===== config.mk =====
export PLATFORM = sky130hd
export DESIGN_NAME = pgb_front
export DESIGN_NICKNAME = d
export VERILOG_FILES = /design/src/rtl/pgb_pkg.sv /design/src/rtl/pgb_front.sv
export SDC_FILE = /design/constraint.sdc
export NUM_CORES = 1
export LEC_CHECK = 0
export BUFFER_PORTS_ARGS = -buffer_cell sky130_fd_sc_hd__buf_4
export CORE_UTILIZATION = 35
export DETAILED_ROUTE_END_ITERATION = 10
export PLACE_DENSITY = 0.93
export SLEW_MARGIN = 20
export SYNTH_ARGS = -nofsm -noshare
export SYNTH_HDL_FRONTEND = slang
export SYNTH_SLANG_ARGS = --single-unit

===== constraint.sdc =====
create_clock -name vclk -period 4.3
set_clock_uncertainty 0.15 [all_clocks]
set_input_delay 1.29 -clock vclk [all_inputs]
set_output_delay 1.29 -clock vclk [all_outputs]
set_load 0.02 [all_outputs]

===== src/rtl/pgb_pkg.sv =====
// Shared types, constants and helpers for the planar glyph blitter.
// Used by every module of the blitter; depends on nothing else.
package pgb_pkg;

	localparam int VIEW_WIDTH     = 192;
	localparam int VIEW_HEIGHT    = 256;
	localparam int ROW_BYTES      = 24;
	localparam int PLANES         = 4;
	localparam int GLYPHS_PER_ROW = 16;
	localparam int GLYPH_SIZE     = 8;

	localparam int LINE_BYTES  = PLANES * ROW_BYTES;
	localparam int STORE_DEPTH = 2048;
	localparam int GIDX_W      = $clog2(STORE_DEPTH);
	localparam int ADDR_W      = 15;
	localparam int BYTE_W      = 8;
	localparam int CODE_W      = 8;
	localparam int POS_W       = 10;
	localparam int POS_CMP_W   = POS_W + 2;
	localparam int COLOUR_W    = 4;
	localparam int SHIFT_W     = 3;
	localparam int ROW_W       = $clog2(GLYPH_SIZE);
	localparam int PLANE_W     = (PLANES > 1) ? $clog2(PLANES) : 1;
	localparam int QDEPTH      = 2;
	localparam int QPTR_W      = $clog2(QDEPTH);
	localparam int QCNT_W      = $clog2(QDEPTH + 1);
	localparam int S_DATA_W    = 56;
	localparam int M_DATA_W    = 24;

	// Item kinds carried on the request side-band.
	localparam logic MODE_LOAD = 1'b0;
	localparam logic MODE_DRAW = 1'b1;

	// A classified request as held in the queue between front and back.
	typedef struct packed {
		logic                is_draw;
		logic [GIDX_W-1:0]   store_index;
		logic [BYTE_W-1:0]   store_byte;
		logic [GIDX_W-1:0]   glyph_base;
		logic [ADDR_W-1:0]   addr_base;
		logic [SHIFT_W-1:0]  shift;
		logic [COLOUR_W-1:0] colour;
	} cmd_t;

	typedef enum logic [1:0] {
		BK_IDLE,
		BK_FETCH,
		BK_SETTLE,
		BK_EMIT
	} back_state_t;

	// Colour bit that drives a plane; planes past the colour width clear.
	function automatic logic colour_bit(input logic [COLOUR_W-1:0] colour,
		input logic [PLANE_W-1:0] plane);
		logic b;
		b = 1'b0;
		for (int i = 0; i < PLANES; i++) begin
			if (PLANE_W'(i) == plane && i < COLOUR_W) begin
				b = colour[2'(i)];
			end
		end
		return b;
	endfunction

endpackage


===== src/rtl/pgb_front.sv =====
// Front end of the blitter: unpacks requests, drops draws outside the view
// and precomputes glyph and framebuffer base addresses. Uses pgb_pkg.
module pgb_front (
	input  logic                               s_tvalid,
	input  logic                               s_tuser,
	input  logic [pgb_pkg::S_DATA_W-1:0]       s_tdata,
	input  logic                               q_full,
	output logic                               s_tready,
	output logic                               push,
	output pgb_pkg::cmd_t                      cmd
);

	logic [pgb_pkg::CODE_W-1:0]    code;
	logic [pgb_pkg::POS_W-1:0]     pos_x;
	logic [pgb_pkg::POS_W-1:0]     pos_y;
	logic [pgb_pkg::POS_CMP_W-1:0] x_end;
	logic [pgb_pkg::POS_CMP_W-1:0] y_end;
	logic                          visible;
	logic [pgb_pkg::ADDR_W-1:0]    line_base;

	assign code  = s_tdata[26:19];
	assign pos_x = s_tdata[36:27];
	assign pos_y = s_tdata[46:37];

	assign x_end = pgb_pkg::POS_CMP_W'(pos_x) + pgb_pkg::POS_CMP_W'(pgb_pkg::GLYPH_SIZE);
	assign y_end = pgb_pkg::POS_CMP_W'(pos_y) + pgb_pkg::POS_CMP_W'(pgb_pkg::GLYPH_SIZE);
	assign visible = (x_end <= pgb_pkg::POS_CMP_W'(pgb_pkg::VIEW_WIDTH)) &&
		(y_end <= pgb_pkg::POS_CMP_W'(pgb_pkg::VIEW_HEIGHT));

	assign line_base = pgb_pkg::ADDR_W'(pos_y) * pgb_pkg::ADDR_W'(pgb_pkg::LINE_BYTES);

	always_comb begin
		cmd.is_draw     = (s_tuser == pgb_pkg::MODE_DRAW);
		cmd.store_index = s_tdata[10:0];
		cmd.store_byte  = s_tdata[18:11];
		cmd.glyph_base  = pgb_pkg::GIDX_W'(
			(code / pgb_pkg::GLYPHS_PER_ROW) * pgb_pkg::GLYPH_SIZE * pgb_pkg::GLYPHS_PER_ROW
			+ (code % pgb_pkg::GLYPHS_PER_ROW));
		cmd.addr_base   = line_base + pgb_pkg::ADDR_W'(pos_x[pgb_pkg::POS_W-1:3]);
		cmd.shift       = pos_x[2:0];
		cmd.colour      = s_tdata[50:47];
	end

	assign s_tready = !q_full;
	// Draws that fall outside the view are taken and then forgotten.
	assign push = s_tvalid && s_tready && (!cmd.is_draw || visible);

endmodule


==> results.md <==
* Outcome: complete, but fails checks
* Failing checks: setup timing
* Port Buffers at 44
* Int Pwr at 147 uW
* GRT overflow at 0
* Cell variety after synth at 40
* Total power at 291 uW
* Number of global-route vias before repair at 1091
* Yosys Warn Count at 0
* Final core utilization at 0.514
* Placed Area at 1520 um2
* Initial detailed-routing violation count at 20
* Fillers at 294
* Drt drc at 0
* Initial Util at 0.376
* Final HPWL DP at 2350 um
* Max cap viols at 0
* Design Area, Final at 1610 um2
* Avg WL per Cell at 12.7 um
* Antenna-violating nets left at 0
* Routed wire length at 2940 um
* Main combinational cell family by area after synthesis: buffers and inverters
* Critical path class: input pin to primary output
* Sequential area share after synthesis at 0
* Chip Height at 59.9 um
* Layout cells sized above 1 at 0.537
* Simple-gate area share of the yosys netlist at 0.212
* Tot GR Track Use at 0.158
* Seq cells at 0
* Pwr dens at 181 nW/um2
* Synthesized area per cell at 7.63 um2
* Critical Path RT at 2.86 ns
* Post-synthesis to final-layout area growth at 36.7%
* HP Class: input pin to primary output
* Core Area at 3130 um2
* NetSw at 144 uW
* Setup WS pre-CTS at -0.351 ns
* Final GP Congestion at 0.889
* Initial antenna violation count at 0
* Antenna diodes at 0
* Nature of the critical path startpoint: input pin
* Mux share of post-synthesis cell area at 0
* Pre-antenna DRT Iters at 4
* First-pass GRT wire length at 4540 um
* Comb pwr share at 1.000
* Setup violators final at 5
* Compound-cell area share of the yosys netlist at 0.185
* Leak pwr at 0.765 nW
* Final min period at 4.66 ns
* Via-to-Cell Ratio at 5.01
* Sequential power share at 0
* Period utilisation layout at 1.08
* Synth Area in Adders at 0.183
* Storage element area at 0 um2
* RSZ-0062 raised after global routing: true
* Nets at 265
* Worst IR Drop VDD at 96.3 uV
* Fin. max-slew vios at 0
* Pin count of the biggest net entering global routing at 6
* XOR/XNOR share of the synthesized area at 0.119
* Synth Cell Area at 1170 um2
* Die ar. at 3590 um2
* Via count at 1162
* Critical path arrival at 3.22 ns
* Synthesized instance count at 154
* CLK BUF at 0
* Final hold vios at 0
* I/O pin count at 114
* Share of total power in the clock network at 0
* Row cnt at 20
* Hold_ws at 2.43 ns
* Sw Ratio at 0.495
* Die width at 59.9 um
* CP Max Fanout at 3
* Crit path capture type: primary output
* FMAX at 215 MHz
* Final WS setup at -0.359 ns
[final timing paths]
check / start / endpoint / slack [ns] / cells after the start
setup / recovery: s_tdata[37] / cmd[21] / -0.36 / 11
hold / removal: s_tdata[19] / cmd[22] / 2.43 / 0
[placed cells by master (no fill, tap or decap), types with 3 or more instances in the layout]
master    synthesis  layout
nand2_1           8       6
nor3_1            4       3
ha_1             14      13
xnor2_1          13       8
nand3_1           4       4
conb_1            1       3
a21oi_1           5       3
nor2b_1           6       5
buf_6             0       4
nor2_1            5       4
o21ai_0           3       3
inv_1             7       5
buf_4            43      69
xnor2_2           0       5
o21bai_1          3       3
nand4_1           4       4
[through the flow]
stage          setup TNS, ns  cells
6_report               -1.34    232
5_1_grt                -1.74    232
4_1_cts                -1.49    232
3_5_place_dp           -1.30    229
3_3_place_gp           -1.00    229
2_1_floorplan         -0.149    156
[power groups by stage]
stage / combinational, mW / clock [mW] / sequential (mW)
global route: 0.312 / 0 / 0
global placement: 0.262 / 0 / 0
finish: 0.291 / 0 / 0
floorplan: 0.203 / 0 / 0
detailed placement: 0.271 / 0 / 0
CTS: 0.280 / 0 / 0
[what timing repair did]
| action | 4_1_cts | 5_1_grt |
|---|---|---|
| buffers inserted | 3 | 1 |
| hold buffers | 0 | 0 |
| gates cloned | 0 | 0 |
| setup endpoints to repair | 5 | 7 |
| pin swaps | 8 | 10 |
| resized for setup | 9 | 10 |
[synth_stat cells (all sizes together)]
cell     number  area share
o31a          1      0.0075
a2111oi       1      0.0075
nor2b         6       0.032
and3b         1      0.0075
and4b         1      0.0085
o31ai         2       0.013
buf          43        0.27
fa            2       0.034
o21bai        3       0.019
a221oi        2       0.020
a31oi         2       0.011
a21o          2       0.013
ha           14        0.15
a211oi        1       0.011
conb          1      0.0032
or2           1      0.0053
o21a          1      0.0064
o22ai         2       0.011
nand2         8       0.026
nand3b        2       0.013
a21boi        1      0.0064
nor3          5       0.031
nor3b         1      0.0064
o21ai         3       0.013
inv           7       0.022
o211ai        1      0.0064
a21oi         5       0.021
nand3         4       0.017
o221ai        1       0.013
xnor2        13       0.097
nor2          5       0.016
a41oi         1      0.0075
xor2          3       0.022
nand2b        1      0.0053
nand4         4       0.021
or3b          1      0.0075
and3          2       0.016
[kinds of logic (layout without fill, tap and decap cells)]
family,Yosys count,count (layout)
XOR/XNOR,16,16
adder cells (fa/ha/maj),16,16
buffers and inverters,50,82
other,1,3
AND/OR/NAND/NOR,42,42
AO/OA/AOI/OAI,29,29
[cell type report]
type	instances	area, um2	area share
Multi-Input combinational cell	106	932	0.580
Tap cell	44	55.1	0.0343
Inverter	7	26.3	0.0164
Timing Repair Buffer	75	593	0.369
[worst max-delay path, stage by stage]
cell,delay [ns]
buf_8,0.08
ha_4,0.13
inv_2,0.03
fa_2,0.33
buf_4,0.15
o21bai_1,0.28
a221oi_1,0.14
o21bai_1,0.17
xor2_1,0.30
xnor2_2,0.15
buf_4,0.15
[per-layer routing]
metal / wire, um / share of wire / global-route usage / up-vias
li1: - / - / - / 569
met1: 1190 / 0.40 / 0.198 / 533
met2: 1520 / 0.52 / 0.294 / 52
met3: 198 / 0.067 / 0.0130 / 8
met4: 34 / 0.012 / 0.0233 / 0
met5: 0 / 0 / 0 / -
Power figures use the tool's default switching activity.
