## config.mk

```make
export PLATFORM = sky130hd
export DESIGN_NAME = pgb_queue
export DESIGN_NICKNAME = d
export VERILOG_FILES = /design/src/rtl/pgb_pkg.sv /design/src/rtl/pgb_queue.sv
export SDC_FILE = /design/constraint.sdc
export NUM_CORES = 1
export LEC_CHECK = 0
export ABC_CLOCK_PERIOD_IN_PS = 10200
export BUFFER_PORTS_ARGS = -buffer_cell sky130_fd_sc_hd__buf_2
export CORE_MARGIN = 4
export CORE_UTILIZATION = 40
export CTS_CLUSTER_SIZE = 16
export DETAILED_ROUTE_END_ITERATION = 8
export PLACE_DENSITY = 0.65
export REMOVE_ABC_BUFFERS = 1
export SYNTH_ARGS = -nofsm -noshare
export SYNTH_HDL_FRONTEND = slang
export SYNTH_SLANG_ARGS = --single-unit
export TNS_END_PERCENT = 100
```

## constraint.sdc

```tcl
create_clock -name clk -period 10.2 [get_ports clk]
set_input_delay 2.55 -clock clk [delete_from_list [all_inputs] [get_ports clk]]
set_output_delay 2.55 -clock clk [all_outputs]
set_load 0.05 [all_outputs]
```

## src/rtl/pgb_pkg.sv

```systemverilog
// Shared types, constants and helpers for the planar glyph blitter.
// Used by every module of the blitter; depends on nothing else.
package pgb_pkg;

	localparam int VIEW_WIDTH     = 192;
	localparam int VIEW_HEIGHT    = 256;
	localparam int ROW_BYTES      = 24;
	localparam int PLANES         = 4;
	localparam int GLYPHS_PER_ROW = 16;
	localparam int GLYPH_SIZE     = 8;

	localparam int LINE_BYTES  = PLANES * ROW_BYTES;
	localparam int STORE_DEPTH = 2048;
	localparam int GIDX_W      = $clog2(STORE_DEPTH);
	localparam int ADDR_W      = 15;
	localparam int BYTE_W      = 8;
	localparam int CODE_W      = 8;
	localparam int POS_W       = 10;
	localparam int POS_CMP_W   = POS_W + 2;
	localparam int COLOUR_W    = 4;
	localparam int SHIFT_W     = 3;
	localparam int ROW_W       = $clog2(GLYPH_SIZE);
	localparam int PLANE_W     = (PLANES > 1) ? $clog2(PLANES) : 1;
	localparam int QDEPTH      = 2;
	localparam int QPTR_W      = $clog2(QDEPTH);
	localparam int QCNT_W      = $clog2(QDEPTH + 1);
	localparam int S_DATA_W    = 56;
	localparam int M_DATA_W    = 24;

	// Item kinds carried on the request side-band.
	localparam logic MODE_LOAD = 1'b0;
	localparam logic MODE_DRAW = 1'b1;

	// A classified request as held in the queue between front and back.
	typedef struct packed {
		logic                is_draw;
		logic [GIDX_W-1:0]   store_index;
		logic [BYTE_W-1:0]   store_byte;
		logic [GIDX_W-1:0]   glyph_base;
		logic [ADDR_W-1:0]   addr_base;
		logic [SHIFT_W-1:0]  shift;
		logic [COLOUR_W-1:0] colour;
	} cmd_t;

	typedef enum logic [1:0] {
		BK_IDLE,
		BK_FETCH,
		BK_SETTLE,
		BK_EMIT
	} back_state_t;

	// Colour bit that drives a plane; planes past the colour width clear.
	function automatic logic colour_bit(input logic [COLOUR_W-1:0] colour,
		input logic [PLANE_W-1:0] plane);
		logic b;
		b = 1'b0;
		for (int i = 0; i < PLANES; i++) begin
			if (PLANE_W'(i) == plane && i < COLOUR_W) begin
				b = colour[2'(i)];
			end
		end
		return b;
	endfunction

endpackage

```

## src/rtl/pgb_queue.sv

```systemverilog
// Short request queue between the front end and the back end.
// Uses the request type from pgb_pkg.
module pgb_queue (
	input  logic          clk,
	input  logic          arst_n,
	input  logic          push,
	input  pgb_pkg::cmd_t push_cmd,
	input  logic          pop,
	output logic          full,
	output logic          empty,
	output pgb_pkg::cmd_t head
);

	pgb_pkg::cmd_t                entry_q [pgb_pkg::QDEPTH];
	logic [pgb_pkg::QPTR_W-1:0]   wr_ptr_q;
	logic [pgb_pkg::QPTR_W-1:0]   rd_ptr_q;
	logic [pgb_pkg::QCNT_W-1:0]   count_q;

	assign full  = (count_q == pgb_pkg::QCNT_W'(pgb_pkg::QDEPTH));
	assign empty = (count_q == '0);
	assign head  = entry_q[rd_ptr_q];

	always_ff @(posedge clk or negedge arst_n) begin
		if (!arst_n) begin
			wr_ptr_q <= '0;
			rd_ptr_q <= '0;
			count_q  <= '0;
		end else begin
			if (push) begin
				wr_ptr_q <= wr_ptr_q + 1'b1;
			end
			if (pop) begin
				rd_ptr_q <= rd_ptr_q + 1'b1;
			end
			if (push && !pop) begin
				count_q <= count_q + 1'b1;
			end else if (pop && !push) begin
				count_q <= count_q - 1'b1;
			end
		end
	end

	always_ff @(posedge clk) begin
		if (push) begin
			entry_q[wr_ptr_q] <= push_cmd;
		end
	end

endmodule

```

==> metrics list <==
- The number of antenna violations at the first check in global routing was 0.
* Clock latency on the worst-skew pair: 0.36 ns
* Via count of the first global-routing pass: 2189
* Status: finished clean
- The analysis attributes to cell leakage a power of 2.054 nW.
* CP Launch Type: register
- Number of failing setup endpoints in the final timing report: 0
- Achievable frequency: 215.7 MHz
* Placeable core region: 10370 µm²
- Unrepaired setup endpoints after global routing: false
* Core Rows: 37
- Summing internal, switching and leakage power gives 1.592 mW.
* Starting DRT DRC Count: 32
- Synthesis produced a netlist whose cell count is 181.
* Relative slew slack: 31.89%
* Vias per cell: 4.559
* Half-perimeter wire length of the detailed placement result: 4419 µm
- TritonCTS built the clock tree.
- Data on the critical path arrives at its endpoint at 2.09 ns.
- Adding up every negative setup slack in the final design gives 0 ns.
- Die area: 12370 µm²
* Root buffer selected by CTS: clkbuf_8
* Combinational power share: 42.2%
- Global routing finished with a remaining overflow of 0.
* Largest net degree at the start of global routing: 55
* Maximum buffer depth of the clock tree: 2
* Most common cell after layout, fill and taps aside: buf_2
- Mean routed wirelength per cell: 15.30 µm
* Number of remaining DRC errors: 0
- Wirelength, routed: 6733 µm
- Total count of hold-check failures in the final report: 0
- For the finished layout, the period the worst path requires is 4.636 ns.
- Worst path required time: 7.65 ns
- Buffers added to address setup during post-CTS repair amount to 0.
- I/O pin total: 112
- Die Wd: 111.2 µm
- Worst min-delay path class: register to register
- During placement, the flow inserted port buffers numbering 111.
- In this run the worst path has a maximum fanout of 54.
* Power density normalized to cell area: 313.4 nW/µm²
- Clk_skew: 0.01512 ns
- CP endpoint kind: output pin
- For the pin with the worst max-slew slack, the measured transition is 1.022 ns.
* Cell-internal power: 0.9238 mW
- Antenna diode count: 0
- Sequential share of power: 42.9%
- The synthesized design contains 110 register bits.
* Post-layout nets: 357
- From bottom edge to top edge, the die measures 111.2 µm.
- Summed over all nets, the switching power comes to 0.6680 mW.
- In this run the mean area of a mapped cell was 23.54 µm².
- For this run, the detailed router's first-pass iteration total came to 5.
- Post-CTS Hold Fix Bufs: 0
- Antenna Violating Nets Remaining: 0
- Summing the sequential cell areas from Yosys gives 77.04% of the chip area.
- The H-tree was split into 3 levels.
* Share of post-route cells with drive strength above 1: 60.86%
* Number of buffers inserted during clock tree synthesis: 9
* Count of vias placed by the detailed router: 2006
- Final GP Congestion: 0.6202
* Number of max-slew violations in the final report: 0
- CTS saw 110 sinks.
* Yosys warns: 0
- After clock tree synthesis, the clock-pin slew on the worst setup and hold paths is 0.09 ns.
- The initial utilization of the core area, before any placement, comes to 41.10%.
* Cell variety after synth: 13
- Final critical-path share of the clock period: 45.45%
- Proportion of total power due to net switching: 41.97%
- Across the run, the number of max-cap violations was 0.
* First-pass GRT wire length: 10850 µm
* Area Growth Syn to Fin: 19.20%
- The critical path is of the register to output pin type.
* Commonest cells after routing, fill and taps aside: 111 x buf_2, 106 x edfxtp_1, 49 x mux2_4, 9 x clkbuf_8
- Across every metal layer, demand over resource in global routing totals 11.12%.
- In this run the cell area of the synthesized design comes to 4262 µm².
- The worst-case IR drop observed on VDD is 0.2237 mV.
- Once the clock tree was built, the resizer swapped 0 gates to a different size.
* Clock network fraction of total power: 14.9%
[cells in the mapped netlist]
library cell | n | area, µm²
buf_12 | 5 | 100.1
dfrtp_1 | 4 | 100.1
mux2_4 | 49 | 735.7
edfxtp_1 | 106 | 3183
inv_1 | 1 | 3.750
xnor2_1 | 1 | 8.760
nor2_1 | 2 | 7.510
buf_6 | 1 | 11.26
xor2_1 | 4 | 35.03
ha_1 | 1 | 12.51
mux2_2 | 4 | 45.04
and2_1 | 1 | 6.260
nor2b_1 | 2 | 12.51
[state kept, by name (all words and copies together) (netlist names)]
signal and count:
rd_ptr_q 1, wr_ptr_q 1, count_q 2, entry_q 106
[worst max-delay path, cell delays in order (launching register included)]
cell	delay (ns)
dfrtp_4	1.07
mux2_2	0.41
buf_2	0.21
[power groups by stage]
| stage | clock network, mW | logic [mW] | registers (mW) |
|---|---|---|---|
| floorplan | 0 | 0.574 | 0.676 |
| global placement | 0 | 0.682 | 0.693 |
| detailed placement | 0 | 0.683 | 0.698 |
| CTS | 0.248 | 0.684 | 0.687 |
| global route | 0.267 | 0.704 | 0.697 |
| finish | 0.237 | 0.672 | 0.682 |
[routing by layer]
layer / vias to the layer above / track usage, % / share of wire [%]
met2: 70 / 18.74 / 50
li1: 943 / - / -
met3: 9 / 3.384 / 6.7
met4: 0 / 4.623 / 1.5
met1: 984 / 13.23 / 41
met5: - / 0 / 0
[cells by family (layout without fill, tap and decap cells)]
| family | Yosys count | in the layout | synth area share, % |
|---|---|---|---|
| AND/OR/NAND/NOR | 5 | 5 | 0.6167 |
| flip-flops | 110 | 110 | 77.04 |
| buffers and inverters | 7 | 130 | 2.701 |
| XOR/XNOR | 5 | 5 | 1.028 |
| adder cells (fa/ha/maj) | 1 | 1 | 0.2936 |
| multiplexers | 53 | 53 | 18.32 |
[final cells by class]
cell class	instances	area (µm²)
clock buffers	9	123.9
clock inverters	7	52.55
fillers	927	5290
inverters	1	3.754
multi-input cells	64	872.1
flip-flops and latches	110	3287
well taps	136	170.2
repair buffers	113	570.5
[path summary, 6_finish.rpt]
check	startpoint	endpoint	slack [ns]	cells after the start
max in group asynchronous	arst_n	rd_ptr_q$_DFFE_PN0P_	8.07	1
min in group asynchronous	arst_n	rd_ptr_q$_DFFE_PN0P_	1.99	1
hold / removal	count_q[1]$_DFFE_PN0P_	count_q[1]$_DFFE_PN0P_	0.51	1
setup / recovery	rd_ptr_q$_DFFE_PN0P_	head[37]	5.56	2
setup reg to reg	wr_ptr_q$_DFFE_PN0P_	entry_q[0][5]$_DFFE_PP_	8.32	2
hold reg to reg	count_q[1]$_DFFE_PN0P_	count_q[1]$_DFFE_PN0P_	0.51	1
[stage by stage]
step | hold WS, ns | instance area, µm² | util [%] | instances | worst slack [ns]
after global placement | 0.4798 | 4903 | 47.29 | 424 | 5.901
after CTS | 0.5156 | 5080 | 48.99 | 440 | 5.483
after floorplan | 0.4555 | 4150 | - | 175 | 4.835
after detailed placement | 0.4974 | 4903 | 47.29 | 424 | 5.893
final | 0.5070 | 5080 | 48.99 | 440 | 5.564
after global routing | 0.5287 | 5080 | 48.99 | 440 | 5.424
Power figures use the tool's default switching activity.
